File: config.mk
export PLATFORM = sky130hd
export DESIGN_NAME = websocket_frame_deframer_flat
export DESIGN_NICKNAME = d
export VERILOG_FILES = /design/src/wsd_pkg.sv /design/src/wsd_stream_if.sv /design/src/websocket_frame_deframer.sv /design/src/flat_wrapper.sv
export SDC_FILE = /design/constraint.sdc
export NUM_CORES = 1
export LEC_CHECK = 0
export ABC_AREA = 1
export BUFFER_PORTS_ARGS = -buffer_cell sky130_fd_sc_hd__buf_2
export CAP_MARGIN = 20
export CORE_ASPECT_RATIO = 2
export CORE_MARGIN = 3
export CORE_UTILIZATION = 57
export DETAILED_ROUTE_END_ITERATION = 8
export PLACE_DENSITY = 0.79
export SETUP_SLACK_MARGIN = 0.05
export SLEW_MARGIN = 20
export SYNTH_ARGS = -nofsm -noshare
export SYNTH_HDL_FRONTEND = slang
export SYNTH_SLANG_ARGS = --single-unit
File: constraint.sdc
create_clock -name i_clk -period 1.9 [get_ports i_clk]
set_input_delay 0.38 -clock i_clk [delete_from_list [all_inputs] [get_ports i_clk]]
set_output_delay 0.38 -clock i_clk [all_outputs]
set_load 0.03 [all_outputs]
File: src/wsd_pkg.sv
// Shared constants for the websocket frame deframer.
`default_nettype none
package wsd_pkg;

    localparam int BYTE_W = 8;

    // Header field masks and codes.
    localparam logic [7:0] OPCODE_MASK  = 8'h0F;
    localparam logic [7:0] MASK_BIT     = 8'h80;
    localparam logic [7:0] LEN_MASK     = 8'h7F;
    localparam logic [3:0] OPC_BINARY   = 4'h2;
    localparam logic [6:0] LEN_EXT16    = 7'd126;
    localparam logic [6:0] LEN_EXT64    = 7'd127;

    // Extended length byte counts, taken modulo 8 by the 3-bit counter.
    localparam logic [2:0] EXT16_BYTES  = 3'd2;
    localparam logic [2:0] EXT64_BYTES  = 3'd0;
    localparam logic [2:0] KEY_BYTES    = 3'd4;

endpackage
`default_nettype wire

File: src/wsd_stream_if.sv
// Valid/ready stream interfaces for raw bytes in and payload bytes out.
`default_nettype none
interface wsd_in_if;
    logic                        valid;
    logic                        ready;
    logic [wsd_pkg::BYTE_W-1:0]  in_byte;

    modport source (output valid, output in_byte, input ready);
    modport sink   (input valid, input in_byte, output ready);
endinterface

interface wsd_out_if;
    logic                        valid;
    logic                        ready;
    logic [wsd_pkg::BYTE_W-1:0]  out_byte;
    logic                        frame_last;

    modport source (output valid, output out_byte, output frame_last, input ready);
    modport sink   (input valid, input out_byte, input frame_last, output ready);
endinterface
`default_nettype wire

File: src/websocket_frame_deframer.sv
// Websocket frame parser: strips headers and unmasks payload bytes of binary frames.
//
//   port      dir  words carried
//   i_in_ch   in   raw received bytes (in_byte)
//   o_out_ch  out  unmasked binary payload bytes (out_byte, frame_last)
//
// One byte per cycle sustained while the output is not stalled; a byte waits in the input
// register, and its result, if any, is written to the output register when the parse step advances.
// The parse step (phase update, 64-bit length count and key XOR) is the single stage
// between the input register and the output register.
// Synchronous active-low reset returns the parser to the first header byte.
// A stalled output holds its word; the input register keeps filling until the stage
// behind it cannot advance.
`default_nettype none
module websocket_frame_deframer (
    input  wire logic  i_clk,
    input  wire logic  i_rst_n,
    wsd_in_if.sink     i_in_ch,
    wsd_out_if.source  o_out_ch
);

    typedef enum logic [2:0] {
        PH_FIRST   = 3'd0,
        PH_SECOND  = 3'd1,
        PH_EXTLEN  = 3'd2,
        PH_KEY     = 3'd3,
        PH_PAYLOAD = 3'd4
    } t_phase;

    // Input register.
    logic        r_in_valid;
    logic [7:0]  r_in_byte;

    // Parser state.
    t_phase      r_phase,      n_phase;
    logic [2:0]  r_hdr_cnt,    n_hdr_cnt;
    logic [63:0] r_remain,     n_remain;
    logic [6:0]  r_len_code,   n_len_code;
    logic [31:0] r_mask_key,   n_mask_key;
    logic        r_mask_on,    n_mask_on;
    logic [1:0]  r_mask_idx,   n_mask_idx;
    logic        r_binary,     n_binary;

    // Output register.
    logic        r_out_valid;
    logic [7:0]  r_out_byte;
    logic        r_out_last;

    logic        s_go;
    logic        s_emit;
    logic [7:0]  s_key_byte;
    logic [2:0]  s_cnt_inc;
    logic [2:0]  s_need;

    assign s_go           = r_in_valid && (!r_out_valid || o_out_ch.ready);
    assign i_in_ch.ready  = !r_in_valid || s_go;

    assign o_out_ch.valid      = r_out_valid;
    assign o_out_ch.out_byte   = r_out_byte;
    assign o_out_ch.frame_last = r_out_last;

    assign s_cnt_inc = r_hdr_cnt + 3'd1;
    assign s_need    = (r_len_code == wsd_pkg::LEN_EXT16) ? wsd_pkg::EXT16_BYTES
                                                          : wsd_pkg::EXT64_BYTES;

    always_comb begin
        case (r_mask_idx)
            2'd0:    s_key_byte = r_mask_key[31:24];
            2'd1:    s_key_byte = r_mask_key[23:16];
            2'd2:    s_key_byte = r_mask_key[15:8];
            default: s_key_byte = r_mask_key[7:0];
        endcase
    end

    always_comb begin
        n_phase    = r_phase;
        n_hdr_cnt  = r_hdr_cnt;
        n_remain   = r_remain;
        n_len_code = r_len_code;
        n_mask_key = r_mask_key;
        n_mask_on  = r_mask_on;
        n_mask_idx = r_mask_idx;
        n_binary   = r_binary;
        s_emit     = 1'b0;
        case (r_phase)
            PH_SECOND: begin
                n_mask_on  = (r_in_byte & wsd_pkg::MASK_BIT) != 8'd0;
                n_len_code = r_in_byte[6:0] & wsd_pkg::LEN_MASK[6:0];
                n_hdr_cnt  = 3'd0;
                if (n_len_code == wsd_pkg::LEN_EXT16 || n_len_code == wsd_pkg::LEN_EXT64) begin
                    n_remain = 64'd0;
                    n_phase  = PH_EXTLEN;
                end else begin
                    n_remain   = {57'd0, n_len_code};
                    n_mask_key = 32'd0;
                    n_mask_idx = 2'd0;
                    if (n_mask_on) begin
                        n_phase = PH_KEY;
                    end else if (n_remain != 64'd0) begin
                        n_phase = PH_PAYLOAD;
                    end else begin
                        n_phase = PH_FIRST;
                    end
                end
            end
            PH_EXTLEN: begin
                n_remain  = {r_remain[55:0], r_in_byte};
                n_hdr_cnt = s_cnt_inc;
                if (s_cnt_inc == s_need) begin
                    n_hdr_cnt  = 3'd0;
                    n_mask_key = 32'd0;
                    n_mask_idx = 2'd0;
                    if (r_mask_on) begin
                        n_phase = PH_KEY;
                    end else if (n_remain != 64'd0) begin
                        n_phase = PH_PAYLOAD;
                    end else begin
                        n_phase = PH_FIRST;
                    end
                end
            end
            PH_KEY: begin
                n_mask_key = {r_mask_key[23:0], r_in_byte};
                n_hdr_cnt  = s_cnt_inc;
                if (s_cnt_inc == wsd_pkg::KEY_BYTES) begin
                    n_hdr_cnt = 3'd0;
                    n_phase   = (r_remain != 64'd0) ? PH_PAYLOAD : PH_FIRST;
                end
            end
            PH_PAYLOAD: begin
                n_mask_idx = r_mask_idx + 2'd1;
                n_remain   = r_remain - 64'd1;
                if (r_remain == 64'd1) begin
                    n_phase = PH_FIRST;
                end
                s_emit = r_binary;
            end
            default: begin
                // The first header byte, and any unused phase code, reads the opcode.
                n_binary = (r_in_byte & wsd_pkg::OPCODE_MASK) == {4'd0, wsd_pkg::OPC_BINARY};
                n_phase  = PH_SECOND;
            end
        endcase
    end

    always_ff @(posedge i_clk) begin
        if (!i_rst_n) begin
            r_in_valid  <= 1'b0;
            r_out_valid <= 1'b0;
            r_phase     <= PH_FIRST;
            r_hdr_cnt   <= 3'd0;
            r_remain    <= 64'd0;
            r_len_code  <= 7'd0;
            r_mask_key  <= 32'd0;
            r_mask_on   <= 1'b0;
            r_mask_idx  <= 2'd0;
            r_binary    <= 1'b0;
        end else begin
            if (i_in_ch.ready) begin
                r_in_valid <= i_in_ch.valid;
            end
            if (o_out_ch.ready || !r_out_valid) begin
                r_out_valid <= s_go && s_emit;
            end
            if (s_go) begin
                r_phase    <= n_phase;
                r_hdr_cnt  <= n_hdr_cnt;
                r_remain   <= n_remain;
                r_len_code <= n_len_code;
                r_mask_key <= n_mask_key;
                r_mask_on  <= n_mask_on;
                r_mask_idx <= n_mask_idx;
                r_binary   <= n_binary;
            end
        end
    end

    // Payload registers carry no reset.
    always_ff @(posedge i_clk) begin
        if (i_in_ch.ready && i_in_ch.valid) begin
            r_in_byte <= i_in_ch.in_byte;
        end
        if (s_go && s_emit) begin
            r_out_byte <= r_in_byte ^ s_key_byte;
            r_out_last <= (r_remain == 64'd1);
        end
    end

endmodule
`default_nettype wire

File: src/flat_wrapper.sv
// flat-port wrapper written by rule: the top's interface ports become plain ports
module websocket_frame_deframer_flat 
  (i_clk, i_rst_n, i_in_ch_valid, i_in_ch_in_byte, i_in_ch_ready, o_out_ch_valid, o_out_ch_out_byte, o_out_ch_frame_last, o_out_ch_ready);
  wsd_in_if i_in_ch_i ();
  wsd_out_if o_out_ch_i ();
  input  wire logic i_clk;
  input  wire logic i_rst_n;
  input wire logic [$bits(i_in_ch_i.valid)-1:0] i_in_ch_valid;
  input wire logic [$bits(i_in_ch_i.in_byte)-1:0] i_in_ch_in_byte;
  output wire logic [$bits(i_in_ch_i.ready)-1:0] i_in_ch_ready;
  output wire logic [$bits(o_out_ch_i.valid)-1:0] o_out_ch_valid;
  output wire logic [$bits(o_out_ch_i.out_byte)-1:0] o_out_ch_out_byte;
  output wire logic [$bits(o_out_ch_i.frame_last)-1:0] o_out_ch_frame_last;
  input wire logic [$bits(o_out_ch_i.ready)-1:0] o_out_ch_ready;
  assign i_in_ch_i.valid = i_in_ch_valid;
  assign i_in_ch_i.in_byte = i_in_ch_in_byte;
  assign i_in_ch_ready = i_in_ch_i.ready;
  assign o_out_ch_valid = o_out_ch_i.valid;
  assign o_out_ch_out_byte = o_out_ch_i.out_byte;
  assign o_out_ch_frame_last = o_out_ch_i.frame_last;
  assign o_out_ch_i.ready = o_out_ch_ready;
  websocket_frame_deframer u_core (.i_clk(i_clk), .i_rst_n(i_rst_n), .i_in_ch(i_in_ch_i), .o_out_ch(o_out_ch_i));
endmodule
# After elaboration in Yosys (flattened, before gate mapping)
# Index checks and enable logic that the tools add are counted.
[op_classes] add_sub_neg=3 eq_ne=17 muxes=24 n_bitwise=2 n_reduce_logical=22
[ops] operator="case mux 64 bit (3 select lines)" count=1
[ops] operator="nonzero test 64 bit" count=2
[ops] operator="case mux 32 bit (3 select lines)" count=1
[ops] operator="equality test 64 x 1 -> 1 bit, second input constant" count=1
[ops] operator="2-to-1 mux 32 bit" count=2
[ops] operator="subtractor 64 x 1 -> 64 bit, second input constant" count=1
[ops] operator="2-to-1 mux 3 bit" count=11
[ops] operator="case mux 8 bit (3 select lines)" count=1
[ops] operator="equality test 7 bit, second input constant" count=3
[ops] operator="case mux 3 bit (4 select lines)" count=1
[ops] operator="AND reduction 4 bit" count=3
[ops] operator="case mux 3 bit (3 select lines)" count=1
[ops] operator="AND reduction 2 bit" count=4
[ops] operator="bitwise XOR 8 bit" count=1
[ops] operator="2-to-1 mux 7 bit" count=1
[ops] operator="nonzero test 7 bit" count=1
[ops] operator="equality test 3 x 2 -> 1 bit, second input constant" count=2
[ops] operator="equality test 3 bit, second input constant" count=2
[ops] operator="2-to-1 mux 2 bit" count=3
[ops] operator="!= test 2 x 1 -> 1 bit, second input constant" count=3
[ops] operator="case mux 2 bit (3 select lines)" count=1
[ops] operator="nonzero test 3 bit" count=2
[ops] operator="equality test 4 x 2 -> 1 bit, second input constant" count=1
[ops] operator="OR reduction 4 bit" count=1
[ops] operator="other kinds (13)" count=18
[totals] reg_bits=132 out_inout_bits=11 word_cells=81

# Depth between registers and ports, before layout
[depth] ltp_word=5 ltp_mapped=12 mapped_depth_nobuf=12

# Worst setup path before layout
# OpenSTA, ideal clock, no wires.
[synth_timing] kind="register to register" from="reg u_core.r_phase[0]" to="reg u_core.r_out_last, in the netlist u_core.o_out_ch.frame_last, enable pin" arrival_ns=1.404 required_time_ns=1.511 path_slack_ns=0.107 stages_incl_launch_ff=4 path_buffers=0 synth_period_minus_slack_ns=1.793 path_cell_list="dfxtp_1 nor2_1 nand2_2 nor3_1"
[synth_between] elab_chain_cells=3
[synth_lines] element="start: declaration" line="websocket_frame_deframer.sv:35" rtl="t_phase r_phase, n_phase;"
[synth_lines] element="start signal: assignment" line="websocket_frame_deframer.sv:166" rtl="r_phase <= n_phase;"
[synth_lines] element="equality test 3 bit" line="websocket_frame_deframer.sv:85" rtl="case (r_phase)"
[synth_lines] element="2-to-1 mux 1 bit" line="websocket_frame_deframer.sv:85"
[synth_lines] element="logical AND 1 bit" line="websocket_frame_deframer.sv:183" rtl="if (s_go && s_emit) begin"
[synth_lines] element="end signal: assignment" line="websocket_frame_deframer.sv:185" rtl="r_out_last <= (r_remain == 64'd1);"
[synth_lines] element="end: declaration" line="websocket_frame_deframer.sv:47" rtl="logic r_out_last;"
# No other way between the ends.
# A chain may end at the register's enable or synchronous reset.

# Worst setup path in the final report
[layout_timing] from="reg u_core.r_mask_idx[0]" to="reg u_core.r_out_byte[5], in the netlist u_core.o_out_ch.out_byte[5] (data pin)"
[layout_between] elab_chain_cells=3 elab_cells_between_ends=5 classes_between="2 x eq/ne; 1 x mux; 1 x bitwise; 1 x reduce/logical"
[layout_lines] element="start: declaration" line="websocket_frame_deframer.sv:41" rtl="logic [1:0] r_mask_idx, n_mask_idx;"
[layout_lines] element="start signal: assignment" line="websocket_frame_deframer.sv:172" rtl="r_mask_idx <= n_mask_idx;"
[layout_lines] element="equality test 2 bit, or another cell as far along" line="websocket_frame_deframer.sv:67" rtl="case (r_mask_idx)"
[layout_lines] element="case mux 8 bit (3 select lines) *" line="websocket_frame_deframer.sv:67"
[layout_lines] element="bitwise XOR 8 bit *" line="websocket_frame_deframer.sv:184" rtl="r_out_byte <= r_in_byte ^ s_key_byte;"
[layout_lines] element="end signal: assignment" line="websocket_frame_deframer.sv:184"
[layout_lines] element="end: declaration" line="websocket_frame_deframer.sv:46" rtl="logic [7:0] r_out_byte;"
# Mark *: on every way between the ends. The rest lies on a longest branch, timed or not.

==> qor.yml <==
path_max_fanout: 8
synth-xor-area-share_pct: 0.9882
hpwl_um: 19930
synth-compound-area-share_pct: 22.23
final-setup-viol-count: 0
synth_top_family_by_area: "simple AND/OR/NAND/NOR gates"
syn2layout_area_growth_pct: 18.87
peakVddDrop_v: 0.0007752
cp.arrival_ps: 1970
dr.first_iter.drc_count: 869
cts_tree: "built"
initial_core_util_pct: 58.70
syn_inst: 1222
max_cap_violations: 0
path_clk_slew_ps: 70
post-route-period-util_pct: 95.60
drtPass1Iterations: 9
cp_top_family: "compound AO/OA/AOI/OAI gates"
overflow: 0
period_needed_ps: 1816
worst_slew_pin_slew_ps: 461.8
reg2reg_from: "u_core.r_mask_idx[0]"
row_count: 60
synth_cell_types: 39
synth-simple-area-share_pct: 31.87
status: "finished, violations left"
clk_latency_ps: 430
drive_gt1_share_pct: 17.80
start_kind: "flop"
synth.top_cells.by_area: "dfxtp_1, a21oi_1, nand2_1"
fmax_ghz: 0.5506
slew_violations: 0
ios: 23
core_area_um2: 13590
tns_ps: 0
cp_cell_sequence: "inv_1 -> ha_1 -> a21oi_1 -> o221ai_2 -> o21ai_0 -> xor2_1"
die_y_um: 173.3
insertedDiodeCount: 0
synth-seq-cells: 132
die_width_um: 89.65
grt_max_degree: 64
hold_depth: 1
ant_nets: 0
path_buf_inv: 1
crit_path_end_kind: "flop"
holdWs_ps: 120.8
syn-num-nets: 1243
hold_viol_final: 0
yosys.area.top_type_share_pct: 28.86
syn_area_um2: 7976
wl_um: 28380
leakagePower_nw: 4.259
place_congestion: 1.032
via_per_inst: 6.019
reg2reg_setup_slack_ps: 80
synth_edf_count: 17
htree_num_levels: 4
numCtsBuffers: 17
grt_pass1_vias: 8671
cp.required_ps: 2050
slowest_stage: "dfxtp_1"
ctsHoldBuffers: 0
die-area_um2: 15540
critical_path.startpoint: "u_core.r_mask_idx[0]"
root_buffer: "clkbuf_16"
antenna_found_initial: 0
worstHoldStart: "i_in_ch_in_byte[7]"
final_net_count: 1306
r2r_cells: 6
synthAdderAreaFrac_pct: 1.412
violations: "design-rule violations"
grt.total_usage_pct: 37.51
vias: 8932
grt_pass1_wl_um: 44250
synthMuxAreaShare_pct: 0
synth_top_cell_by_area: "dfxtp_1"
crit_path_max_incr_delay_ps: 410
hold_end: "u_core.r_in_byte[7]"
clock-sinks: 132
drc: 11
fill_cells: 1180
power_density_nw_per_um2: 1039
r2r_end: "u_core.o_out_ch.out_byte[5]"
rsz0062_at_grt: "yes"
path_class: "flop to flop"
wl_per_cell_um: 19.12
slew_headroom_pct: 68.89
ys_warn_count: 0
hp-class: "input pin to flop"
syn_area_per_cell_um2: 6.527
port_buffers: 22
synthFlopType: "dfxtp_1"
clock_skew_ps: 15.21
ctsLongestPathBuffers: 2
ys_seq_area_share_pct: 35.26
synth-async-reset-ratio_pct: 0
==> registers in the layout, summed over array words and instances, names as in the netlist <==
register and cells:
u_core.r_len_code 7, u_core.r_phase 3, u_core.o_out_ch.frame_last 1, u_core.r_mask_idx 2, u_core.r_hdr_cnt 3, u_core.o_out_ch.out_byte 8, u_core.r_mask_on 1, u_core.o_out_ch.valid 1
u_core.r_binary 1, u_core.r_in_valid 1, u_core.r_in_byte 8, u_core.r_remain 64, u_core.r_mask_key 32
==> Yosys cell counts, types with 2 or more instances <==
master and instances:
nor3_1 6, ha_1 9, nand2_2 6, inv_2 10, inv_1 98, and2_1 2, buf_2 21, nand3_1 100
o21ai_1 3, or2_2 17, a31oi_1 3, nor2_2 19, nor2_4 5, clkbuf_1 22, nor2_1 192, edfxtp_1 17
dfxtp_1 115, o21bai_1 9, o22ai_1 4, o21ai_0 107, a21o_1 15, buf_4 3, nand3_2 2, buf_6 3
nand2_1 214, xor2_1 9, o221ai_1 7, nand2_4 2, a21oi_1 181, nand4_1 12
==> worst register-to-register path: cells and delay by family (launching register included) <==
family / cells / cell delay, ps
AO/OA/AOI/OAI: 3 / 560
buffers and inverters: 1 / 130
flip-flops: 1 / 410
adder cells (fa/ha/maj): 1 / 320
XOR/XNOR: 1 / 130
==> repair_timing <==
| action | CTS | global route |
|---|---|---|
| gates resized for setup | 0 | 58 |
| setup endpoints to repair | 0 | 87 |
| buffers inserted | 0 | 1 |
==> where the power goes <==
group	switching [mW]	internal (mW)	total, mW
logic	2.25	1.10	3.35
clock network	1.50	1.85	3.34
registers	0.185	2.98	3.16
==> worst max-delay path by stage <==
stage | slack [ps] | cells after the start | endpoint
finish | 80 | 6 | u_core.o_out_ch.out_byte[5]
global route | 40 | 10 | u_core.r_remain[56]
CTS | 70 | 12 | u_core.r_remain[46]
detailed placement | 70 | 9 | u_core.r_remain[58]
global placement | 90 | 9 | u_core.r_remain[58]
floorplan | 110 | 3 | u_core.o_out_ch.frame_last
==> placed cells by master, fill, tap and decap left out, types with 2 or more instances in the layout <==
master      count
dfxtp_1       114
clkinv_4        2
ha_1            8
buf_2          22
inv_6           4
buf_4          64
or2_2          17
o21ai_1         5
inv_2          11
inv_1          94
o22ai_1         4
edfxtp_1       17
xor2_1          9
o221ai_1        6
clkinv_1        2
clkbuf_16      19
and2_1          2
a31oi_1         3
inv_8           5
nor2_2         38
nor3_2          4
a21o_1         15
nand2_1       210
o21ai_0       104
clkinvlp_4      2
buf_12          7
nor2_1        164
nor3_1          3
a21oi_1       181
inv_4           2
nand4_1        12
nand2_2        10
o21bai_1        9
nand3_1       100
nand2_4         2
nor2_4         14
==> cells by family (layout without fill, tap and decap cells) <==
family,count (synthesis),after routing
AOI/OAI and AO/OA,333,333
adders and majority gates,9,9
buffers and inverters,159,235
xor gates and xnor gates,9,9
DFF,132,132
and+or+nand+nor,580,580
==> routing by layer <==
layer	global-route usage, %	vias to the layer above	part of all wire (%)
met2	62.19	417	51
met1	36.50	4119	32
met4	33.42	0	11
li1	-	4210	-
met3	8.896	186	5.6
met5	0	-	0
==> final cells by class <==
type                       count  area (um^2)  share of cell area [%]
timing repair buffer          94        755.7                   7.970
inverter                     109        414.1                   4.368
multi-input combinational    931         4677                   49.33
clock inverter                13        123.9                   1.306
tap                          186        232.7                   2.454
clock buffer                  19        464.2                   4.896
sequential                   132         2814                   29.68
==> per-stage QoR <==
stage	cells	power (mW)	cell area [um^2]	setup WS, ps	utilization (%)
3_3_place_gp	1450	6.263	8690	92.96	63.95
3_5_place_dp	1450	6.299	8690	70.86	63.95
4_1_cts	1482	9.607	9278	68.46	68.28
2_1_floorplan	1222	5.294	7976	106.8	-
5_1_grt	1484	10.31	9482	35.53	69.78
6_report	1484	9.856	9482	83.66	69.78
Power figures use the tool's default switching activity.
